`src/design/crcfc_pkg.sv`:
```
// Package with item types, status codes and the CRC-8 byte update for the reply frame checker.
package crcfc_pkg;

    localparam logic [7:0] CRC_POLY = 8'h8C;

    localparam logic [8:0] POS_HEADER = 9'd0;
    localparam logic [8:0] POS_LENGTH = 9'd1;
    localparam logic [8:0] POS_COMMAND = 9'd2;
    localparam logic [8:0] POS_CHECK = 9'd3;

    localparam logic [1:0] REG_MOTION_CONFLICT = 2'd0;
    localparam logic [1:0] REG_NOT_SUPPORTED = 2'd1;
    localparam logic [1:0] REG_PARAM_ERROR = 2'd2;

    typedef enum logic [2:0] {
        ST_OK = 3'd0,
        ST_CHECK_ERROR = 3'd1,
        ST_NOT_SUPPORTED = 3'd2,
        ST_LENGTH_ERROR = 3'd3,
        ST_MOTION_CONFLICT = 3'd4,
        ST_PARAM_ERROR = 3'd5
    } status_t;

    typedef struct packed {
        logic [7:0] rx_byte;
        logic       action;
        logic [7:0] expected_len;
    } rx_item_t;

    typedef struct packed {
        logic [7:0] payload_byte;
        logic       payload_valid;
        logic       frame_done;
        logic [7:0] command;
        status_t    status;
    } result_t;

    typedef struct packed {
        logic [7:0] move_clash;
        logic [7:0] not_supported;
        logic [7:0] bad_param;
    } codes_t;

    // Reflected CRC-8 update over one byte, least significant bit first.
    function automatic logic [7:0] crc8_update(input logic [7:0] crc, input logic [7:0] data);
        logic [7:0] c;
        c = crc ^ data;
        for (int k = 0; k < 8; k++) begin
            if (c[0]) begin
                c = (c >> 1) ^ CRC_POLY;
            end
            else begin
                c = c >> 1;
            end
        end
        return c;
    endfunction

endpackage

```
`src/design/crcfc_in_stage.sv`:
```
// Input register stage that holds one received byte request until the checker core takes it.
module crcfc_in_stage
    import crcfc_pkg::*;
(
    input  logic     clk,
    input  logic     rst_n,
    input  logic     in_valid,
    output logic     in_ready,
    input  rx_item_t in_item,
    output logic     item_valid,
    output rx_item_t item,
    input  logic     take
);

    logic     valid_reg;
    logic     valid_next;
    rx_item_t item_reg;

    assign in_ready = !valid_reg || take;
    assign item_valid = valid_reg;
    assign item = item_reg;

    always_comb
    begin
        valid_next = valid_reg;
        if (in_ready)
        begin
            valid_next = in_valid;
        end
    end

    always_ff @(posedge clk or negedge rst_n)
    begin
        if (!rst_n)
        begin
            valid_reg <= 1'b0;
        end
        else
        begin
            valid_reg <= valid_next;
        end
    end

    always_ff @(posedge clk)
    begin
        if (in_ready && in_valid)
        begin
            item_reg <= in_item;
        end
    end

endmodule

```
`src/design/crcfc_core.sv`:
```
// Frame tracking, CRC update, status decision and result register of the reply frame checker.
module crcfc_core
    import crcfc_pkg::*;
(
    input  logic     clk,
    input  logic     rst_n,
    input  logic     item_valid,
    input  rx_item_t item,
    output logic     take,
    input  codes_t   codes,
    output logic     out_valid,
    input  logic     out_ready,
    output result_t  result
);

    logic [8:0] pos_reg;
    logic [8:0] pos_next;
    logic [7:0] crc_reg;
    logic [7:0] crc_next;
    logic [7:0] check_reg;
    logic [7:0] check_next;
    logic [7:0] length_reg;
    logic [7:0] length_next;
    logic [7:0] command_reg;
    logic [7:0] command_next;
    logic       mode_reg;
    logic       mode_next;
    logic [7:0] plen_reg;
    logic [7:0] plen_next;
    logic       out_valid_reg;
    logic       out_valid_next;
    result_t    result_reg;
    result_t    result_next;

    logic [7:0] crc_base;
    logic [7:0] crc_upd;
    logic [8:0] last_pos;
    logic       done;
    logic       is_payload;
    logic       crc_ok;
    status_t    status;

    assign take = item_valid && (!out_valid_reg || out_ready);
    assign out_valid = out_valid_reg;
    assign result = result_reg;

    always_comb
    begin
        mode_next = mode_reg;
        plen_next = plen_reg;
        length_next = length_reg;
        command_next = command_reg;
        check_next = check_reg;
        is_payload = 1'b0;
        crc_base = (pos_reg == POS_HEADER) ? 8'h00 : crc_reg;
        crc_upd = crc8_update(crc_base, item.rx_byte);
        crc_next = crc_upd;
        case (pos_reg)
            POS_HEADER:
            begin
                mode_next = item.action;
                plen_next = item.expected_len;
            end
            POS_LENGTH:
            begin
                length_next = item.rx_byte;
            end
            POS_COMMAND:
            begin
                command_next = item.rx_byte;
            end
            POS_CHECK:
            begin
                check_next = item.rx_byte;
                crc_next = crc_reg;
            end
            default:
            begin
                is_payload = 1'b1;
            end
        endcase

        last_pos = mode_next ? ({1'b0, plen_next} + 9'd3) : POS_CHECK;
        done = (pos_reg >= last_pos);
        crc_ok = (crc_next == check_next);

        if (mode_next)
        begin
            if (!crc_ok)
            begin
                status = ST_CHECK_ERROR;
            end
            else if (command_next == codes.not_supported)
            begin
                status = ST_NOT_SUPPORTED;
            end
            else if (length_next != plen_next)
            begin
                status = ST_LENGTH_ERROR;
            end
            else
            begin
                status = ST_OK;
            end
        end
        else
        begin
            if (!crc_ok || (length_next != 8'h00))
            begin
                status = ST_CHECK_ERROR;
            end
            else if (command_next == codes.move_clash)
            begin
                status = ST_MOTION_CONFLICT;
            end
            else if (command_next == codes.not_supported)
            begin
                status = ST_NOT_SUPPORTED;
            end
            else if (command_next == codes.bad_param)
            begin
                status = ST_PARAM_ERROR;
            end
            else
            begin
                status = ST_OK;
            end
        end

        result_next.payload_byte = is_payload ? item.rx_byte : 8'h00;
        result_next.payload_valid = is_payload;
        result_next.frame_done = done;
        result_next.command = done ? command_next : 8'h00;
        result_next.status = done ? status : ST_OK;

        if (done)
        begin
            pos_next = POS_HEADER;
            crc_next = 8'h00;
        end
        else
        begin
            pos_next = pos_reg + 9'd1;
        end

        out_valid_next = out_valid_reg;
        if (take)
        begin
            out_valid_next = 1'b1;
        end
        else if (out_ready)
        begin
            out_valid_next = 1'b0;
        end
    end

    always_ff @(posedge clk or negedge rst_n)
    begin
        if (!rst_n)
        begin
            pos_reg <= POS_HEADER;
            crc_reg <= 8'h00;
            check_reg <= 8'h00;
            length_reg <= 8'h00;
            command_reg <= 8'h00;
            mode_reg <= 1'b0;
            plen_reg <= 8'h00;
            out_valid_reg <= 1'b0;
        end
        else
        begin
            out_valid_reg <= out_valid_next;
            if (take)
            begin
                pos_reg <= pos_next;
                crc_reg <= crc_next;
                check_reg <= check_next;
                length_reg <= length_next;
                command_reg <= command_next;
                mode_reg <= mode_next;
                plen_reg <= plen_next;
            end
        end
    end

    always_ff @(posedge clk)
    begin
        if (take)
        begin
            result_reg <= result_next;
        end
    end

endmodule

```
`src/design/crc8_reply_frame_checker_unit.sv`:
```
// Top level of the reply frame checker: stream ports, code registers and the two stages.
//
// Received reply bytes enter on the slave stream, one byte per request. The
// first byte of a frame is the header; its request also carries the mode
// (tuser, 0 plain, 1 with payload) and the expected payload length. Then come
// the length, command and check bytes, and in payload mode the payload bytes.
// Every input request gives exactly one result request on the master stream:
// payload bytes are passed through with tuser set, and the last byte of the
// frame carries tlast with the command byte and the status code.
// The user must write the three command codes through the configuration port
// only while no frame traffic is in flight; the block does not enforce it.
// An accepted request is held in the input register and then in the result
// register before its result is presented. One byte can be taken every
// cycle while the receiver does not stall; the CRC-8 byte update is
// combinational. An input register buffers one byte, so a new byte is taken
// while a finished result waits for the receiver. When the receiver stalls,
// the result holds and the input side stalls once the buffer fills.
// Reset clears the frame position, CRC, command codes and both valid flags;
// the next byte after reset is taken as a header.
module crc8_reply_frame_checker_unit
    import crcfc_pkg::*;
(
    input  logic        clk,
    input  logic        rst_n,
    input  logic        s_tvalid,
    output logic        s_tready,
    input  logic [15:0] s_tdata,   // rx_byte [7:0], expected_len [15:8]
    input  logic        s_tuser,   // action [0]
    output logic        m_tvalid,
    input  logic        m_tready,
    output logic [23:0] m_tdata,   // payload_byte [7:0], command [15:8], status [18:16]
    output logic        m_tuser,   // payload_valid [0]
    output logic        m_tlast,
    input  logic        cfg_wr_en,
    input  logic [1:0]  cfg_addr,
    input  logic [7:0]  cfg_wdata
);

    codes_t   codes_reg;
    codes_t   codes_next;
    rx_item_t in_item;
    rx_item_t item;
    logic     item_valid;
    logic     take;
    result_t  result;

    assign in_item.rx_byte = s_tdata[7:0];
    assign in_item.action = s_tuser;
    assign in_item.expected_len = s_tdata[15:8];

    always_comb
    begin
        codes_next = codes_reg;
        if (cfg_wr_en)
        begin
            case (cfg_addr)
                REG_MOTION_CONFLICT: codes_next.move_clash = cfg_wdata;
                REG_NOT_SUPPORTED:   codes_next.not_supported = cfg_wdata;
                REG_PARAM_ERROR:     codes_next.bad_param = cfg_wdata;
                default:             codes_next = codes_reg;
            endcase
        end
    end

    always_ff @(posedge clk or negedge rst_n)
    begin
        if (!rst_n)
        begin
            codes_reg <= '0;
        end
        else
        begin
            codes_reg <= codes_next;
        end
    end

    crcfc_in_stage u_in_stage (
        .clk        (clk),
        .rst_n      (rst_n),
        .in_valid   (s_tvalid),
        .in_ready   (s_tready),
        .in_item    (in_item),
        .item_valid (item_valid),
        .item       (item),
        .take       (take)
    );

    crcfc_core u_core (
        .clk        (clk),
        .rst_n      (rst_n),
        .item_valid (item_valid),
        .item       (item),
        .take       (take),
        .codes      (codes_reg),
        .out_valid  (m_tvalid),
        .out_ready  (m_tready),
        .result     (result)
    );

    assign m_tdata = {5'b00000, result.status, result.command, result.payload_byte};
    assign m_tuser = result.payload_valid;
    assign m_tlast = result.frame_done;

endmodule

```
`config.mk`:
```
export PLATFORM = sky130hd
export DESIGN_NAME = crc8_reply_frame_checker_unit
export DESIGN_NICKNAME = d
export VERILOG_FILES = /design/src/design/crcfc_pkg.sv /design/src/design/crcfc_in_stage.sv /design/src/design/crcfc_core.sv /design/src/design/crc8_reply_frame_checker_unit.sv
export SDC_FILE = /design/constraint.sdc
export NUM_CORES = 1
export LEC_CHECK = 0
export BUFFER_PORTS_ARGS = -buffer_cell sky130_fd_sc_hd__buf_4
export CAP_MARGIN = 20
export CORE_MARGIN = 3
export CORE_UTILIZATION = 46
export CTS_CLUSTER_DIAMETER = 100
export DETAILED_ROUTE_END_ITERATION = 8
export GPL_TIMING_DRIVEN = 0
export PLACE_DENSITY_LB_ADDON = 0.25
export SLEW_MARGIN = 20
export SYNTH_ARGS = -nofsm -noshare
export SYNTH_HDL_FRONTEND = slang
export SYNTH_HIERARCHICAL = 1
export SYNTH_SLANG_ARGS = --single-unit
```
`constraint.sdc`:
```
create_clock -name clk -period 5.9 [get_ports clk]
set_input_delay 0.59 -clock clk [delete_from_list [all_inputs] [get_ports clk]]
set_output_delay 0.59 -clock clk [all_outputs]
set_load 0.03 [all_outputs]
```
==> results by group <==
Status
  – Status: completed

Layout
  – Syn-to-layout area delta: 20.9%
  – ANT cells: 0
  – Max FFs per register: 24
  – Share of layout cells above drive strength 1: 0.277
  – Most common cell after layout, fill and taps aside: dfrtp_1
  – Fin area: 7610 sq um
  – Most frequent cells in the layout: dfrtp_1, buf_4, mux2_2, xnor2_1, edfxtp_1
  – Nets@finish: 656

STA
  – Max transition margin: 0.422
  – RSZ-0062 raised after global routing: no
  – Hold_ws: 0.208 ns
  – Slew @ Worst Pin: 0.857 ns
  – Tmin final: 4.88 ns
  – Final setup vio count: 0
  – Hold Fails Final Rpt: 0
  – Final Max Slew Viols: 0
  – Max Fclk: 205 MHz
  – Period utilization: 0.827
  – Clock Skews: 0.00540 ns
  – Setup TNS: 0 ns

Critical path
  – Setup crit end kind: flip-flop
  – Req. time, crit path: 6.25 ns
  – Critical-path maximum fanout: 9
  – WP data arrival: 5.23 ns
  – Setup CP Type: flip-flop to flip-flop
  – CP Launch Type: flip-flop

Power
  – Total power: 0.00479 W
  – Switch share: 0.403
  – Combinational Power Share: 0.489
  – Max IR drop VDD: 0.000262 V
  – Switch Pwr: 0.00193 W
  – Lkg Pwr: 3.19 nW
  – Power per cell area: 630 nW/um^2
  – Sequential Power Share: 0.282
  – Clk network pwr share: 0.229
  – Cell Int Power: 0.00286 W

CTS
  – Hold buffer count at cts: 0
  – CTS Sinks: 114
  – Root buf cell: clkbuf_16
  – Resized cells post-CTS: 0
  – Setup repair bufs after CTS: 0
  – Clock buffer depth: 2
  – TritonCTS buffer count: 17
  – H-tree levels: 4
  – CTS tree: done
  – Clock Pin Slew Worst Setup and Hold Paths: 0.06 ns
  – Skew-Pair Late Insertion Delay: 0.42 ns

Die
  – Die Height: 123 um
  – Core area: 13,300 sq um
  – Die width: 123 um
  – Initial Util: 0.473
  – Die ar.: 15,100 sq um
  – Row cnt: 42
  – IO Pins: 60

Drt
  – Detailed Routing Iterations Pass 1: 4
  – Average wire per standard cell: 17.9 um
  – Via count: 4,357
  – First DRT Iteration DRCs: 302
  – DRT antenna net count: 0
  – Via density: 5.45
  – DRC violations left: 0
  – Drt total wl: 14.3 mm

Synthesis
  – Synth Instances: 533
  – Post-synthesis sequential area ratio: 0.483
  – Post-synthesis area per instance: 11.8 sq um
  – Synth warn: 6
  – Top FF cell, synth: dfrtp_1
  – Syn Std Cell Area: 6290 sq um
  – Fraction of registers with async set/reset: 0.667
  – Synth unique cells: 71
  – Number of synthesized flops with an enable pin: 38
  – Seq cells post-synth: 114

GRT
  – First-pass GRT wire length: 23.3 mm
  – Initial antenna violation count: 0
  – Largest net degree at the start of global routing: 77
  – Vias in the first global route: 4,329
  – GR Overflow Total: 0
  – Gr usage total: 0.204

Placed design
  – Placed inst area: 6940 sq um
  – Routability cong.: 0.915
  – Buffers on Ports: 54
  – Hpwl dp: 10.4 mm

Hold path
  – HP Class: input pin to asynchronous set/reset pin

Flow run
  – Max_cap viols: 0
==> critical path, stage by stage, from the launching register on <==
cell	delay, ns
dfrtp_1	0.40
inv_1	0.15
ha_1	0.24
or4b_1	0.58
nor2_1	0.28
nor3_1	0.11
nor3_2	0.34
a21boi_1	0.40
nand2_1	0.13
xor2_1	0.15
nand2_1	0.06
o211ai_1	0.12
ha_1	0.29
o21a_1	0.18
o21ai_0	0.15
nand2b_1	0.09
nand2_1	0.11
clkinv_1	0.25
o21ai_1	0.56
a32o_1	0.22
==> routing by layer <==
| layer | vias up | wire (um) | GRT usage |
|---|---|---|---|
| met5 | - | 0 | 0 |
| met4 | 0 | 262 | 0.0789 |
| met3 | 19 | 662 | 0.0448 |
| met2 | 111 | 6620 | 0.303 |
| met1 | 2147 | 6780 | 0.292 |
| li1 | 2080 | - | - |
==> area by class of cell <==
class	instances	area (sq um)
clock inverter	13	183
tap	176	220
inverter	17	63.8
buffer	20	114
fill	1109	5690
clock buffer	19	453
sequential	114	3040
timing repair buffer	55	437
multi-input combinational	386	3100
==> stage by stage <==
step,std cells,utilization,worst slack (ns)
finish,800,0.572,1.02
global route,800,0.572,0.555
CTS,799,0.570,1.05
floorplan,537,-,1.94
detailed placement,767,0.522,1.09
global placement,767,0.522,1.27
==> worst paths after layout <==
check,from,end,slack [ns],cells past startpoint
worst max register to register,u_core/pos_reg[0],u_core/crc_reg[6],1.02,19
worst min register to register,u_core/plen_reg[7],u_core/plen_reg[7],0.51,1
worst max-delay path,u_core/pos_reg[0],u_core/crc_reg[6],1.02,19
worst min-delay path,rst_n,u_core/check_reg[4],0.21,1
max in group asynchronous,rst_n,u_core/plen_reg[2],5.21,1
min in group clk,s_tdata[3],u_in_stage/item[12],0.34,1
==> cells by family after synthesis <==
| group | share of synthesized area |
|---|---|
| muxes | 0.135 |
| AOI/OAI and AO/OA | 0.0924 |
| buffers and inverters | 0.0282 |
| DFF | 0.483 |
| other | 0.000596 |
| xor gates and xnor gates | 0.113 |
| adders and majority gates | 0.0258 |
| and+or+nand+nor | 0.121 |
==> power groups by stage <==
stage               registers, W  clock network (W)  logic, W
floorplan                0.00142                  0   0.00168
global placement         0.00135                  0   0.00226
detailed placement       0.00136                  0   0.00232
CTS                      0.00135            0.00111   0.00233
global route             0.00138            0.00115   0.00259
finish                   0.00135            0.00110   0.00234
==> cell usage after synthesis (all sizes together), types with 10 or more instances <==
master,count,area (sq um)
a21oi,14,73.8
and2,11,71.3
buf,12,83.8
dfrtp,76,1900
edfxtp,38,1140
ha,13,163
inv,15,56.3
mux2,54,608
mux2i,22,244
nand2,34,128
nand3,10,67.6
nor2,25,93.8
nor4,12,105
o21ai,24,128
xnor2,43,384
xor2,35,307
Power figures use the tool's default switching activity.
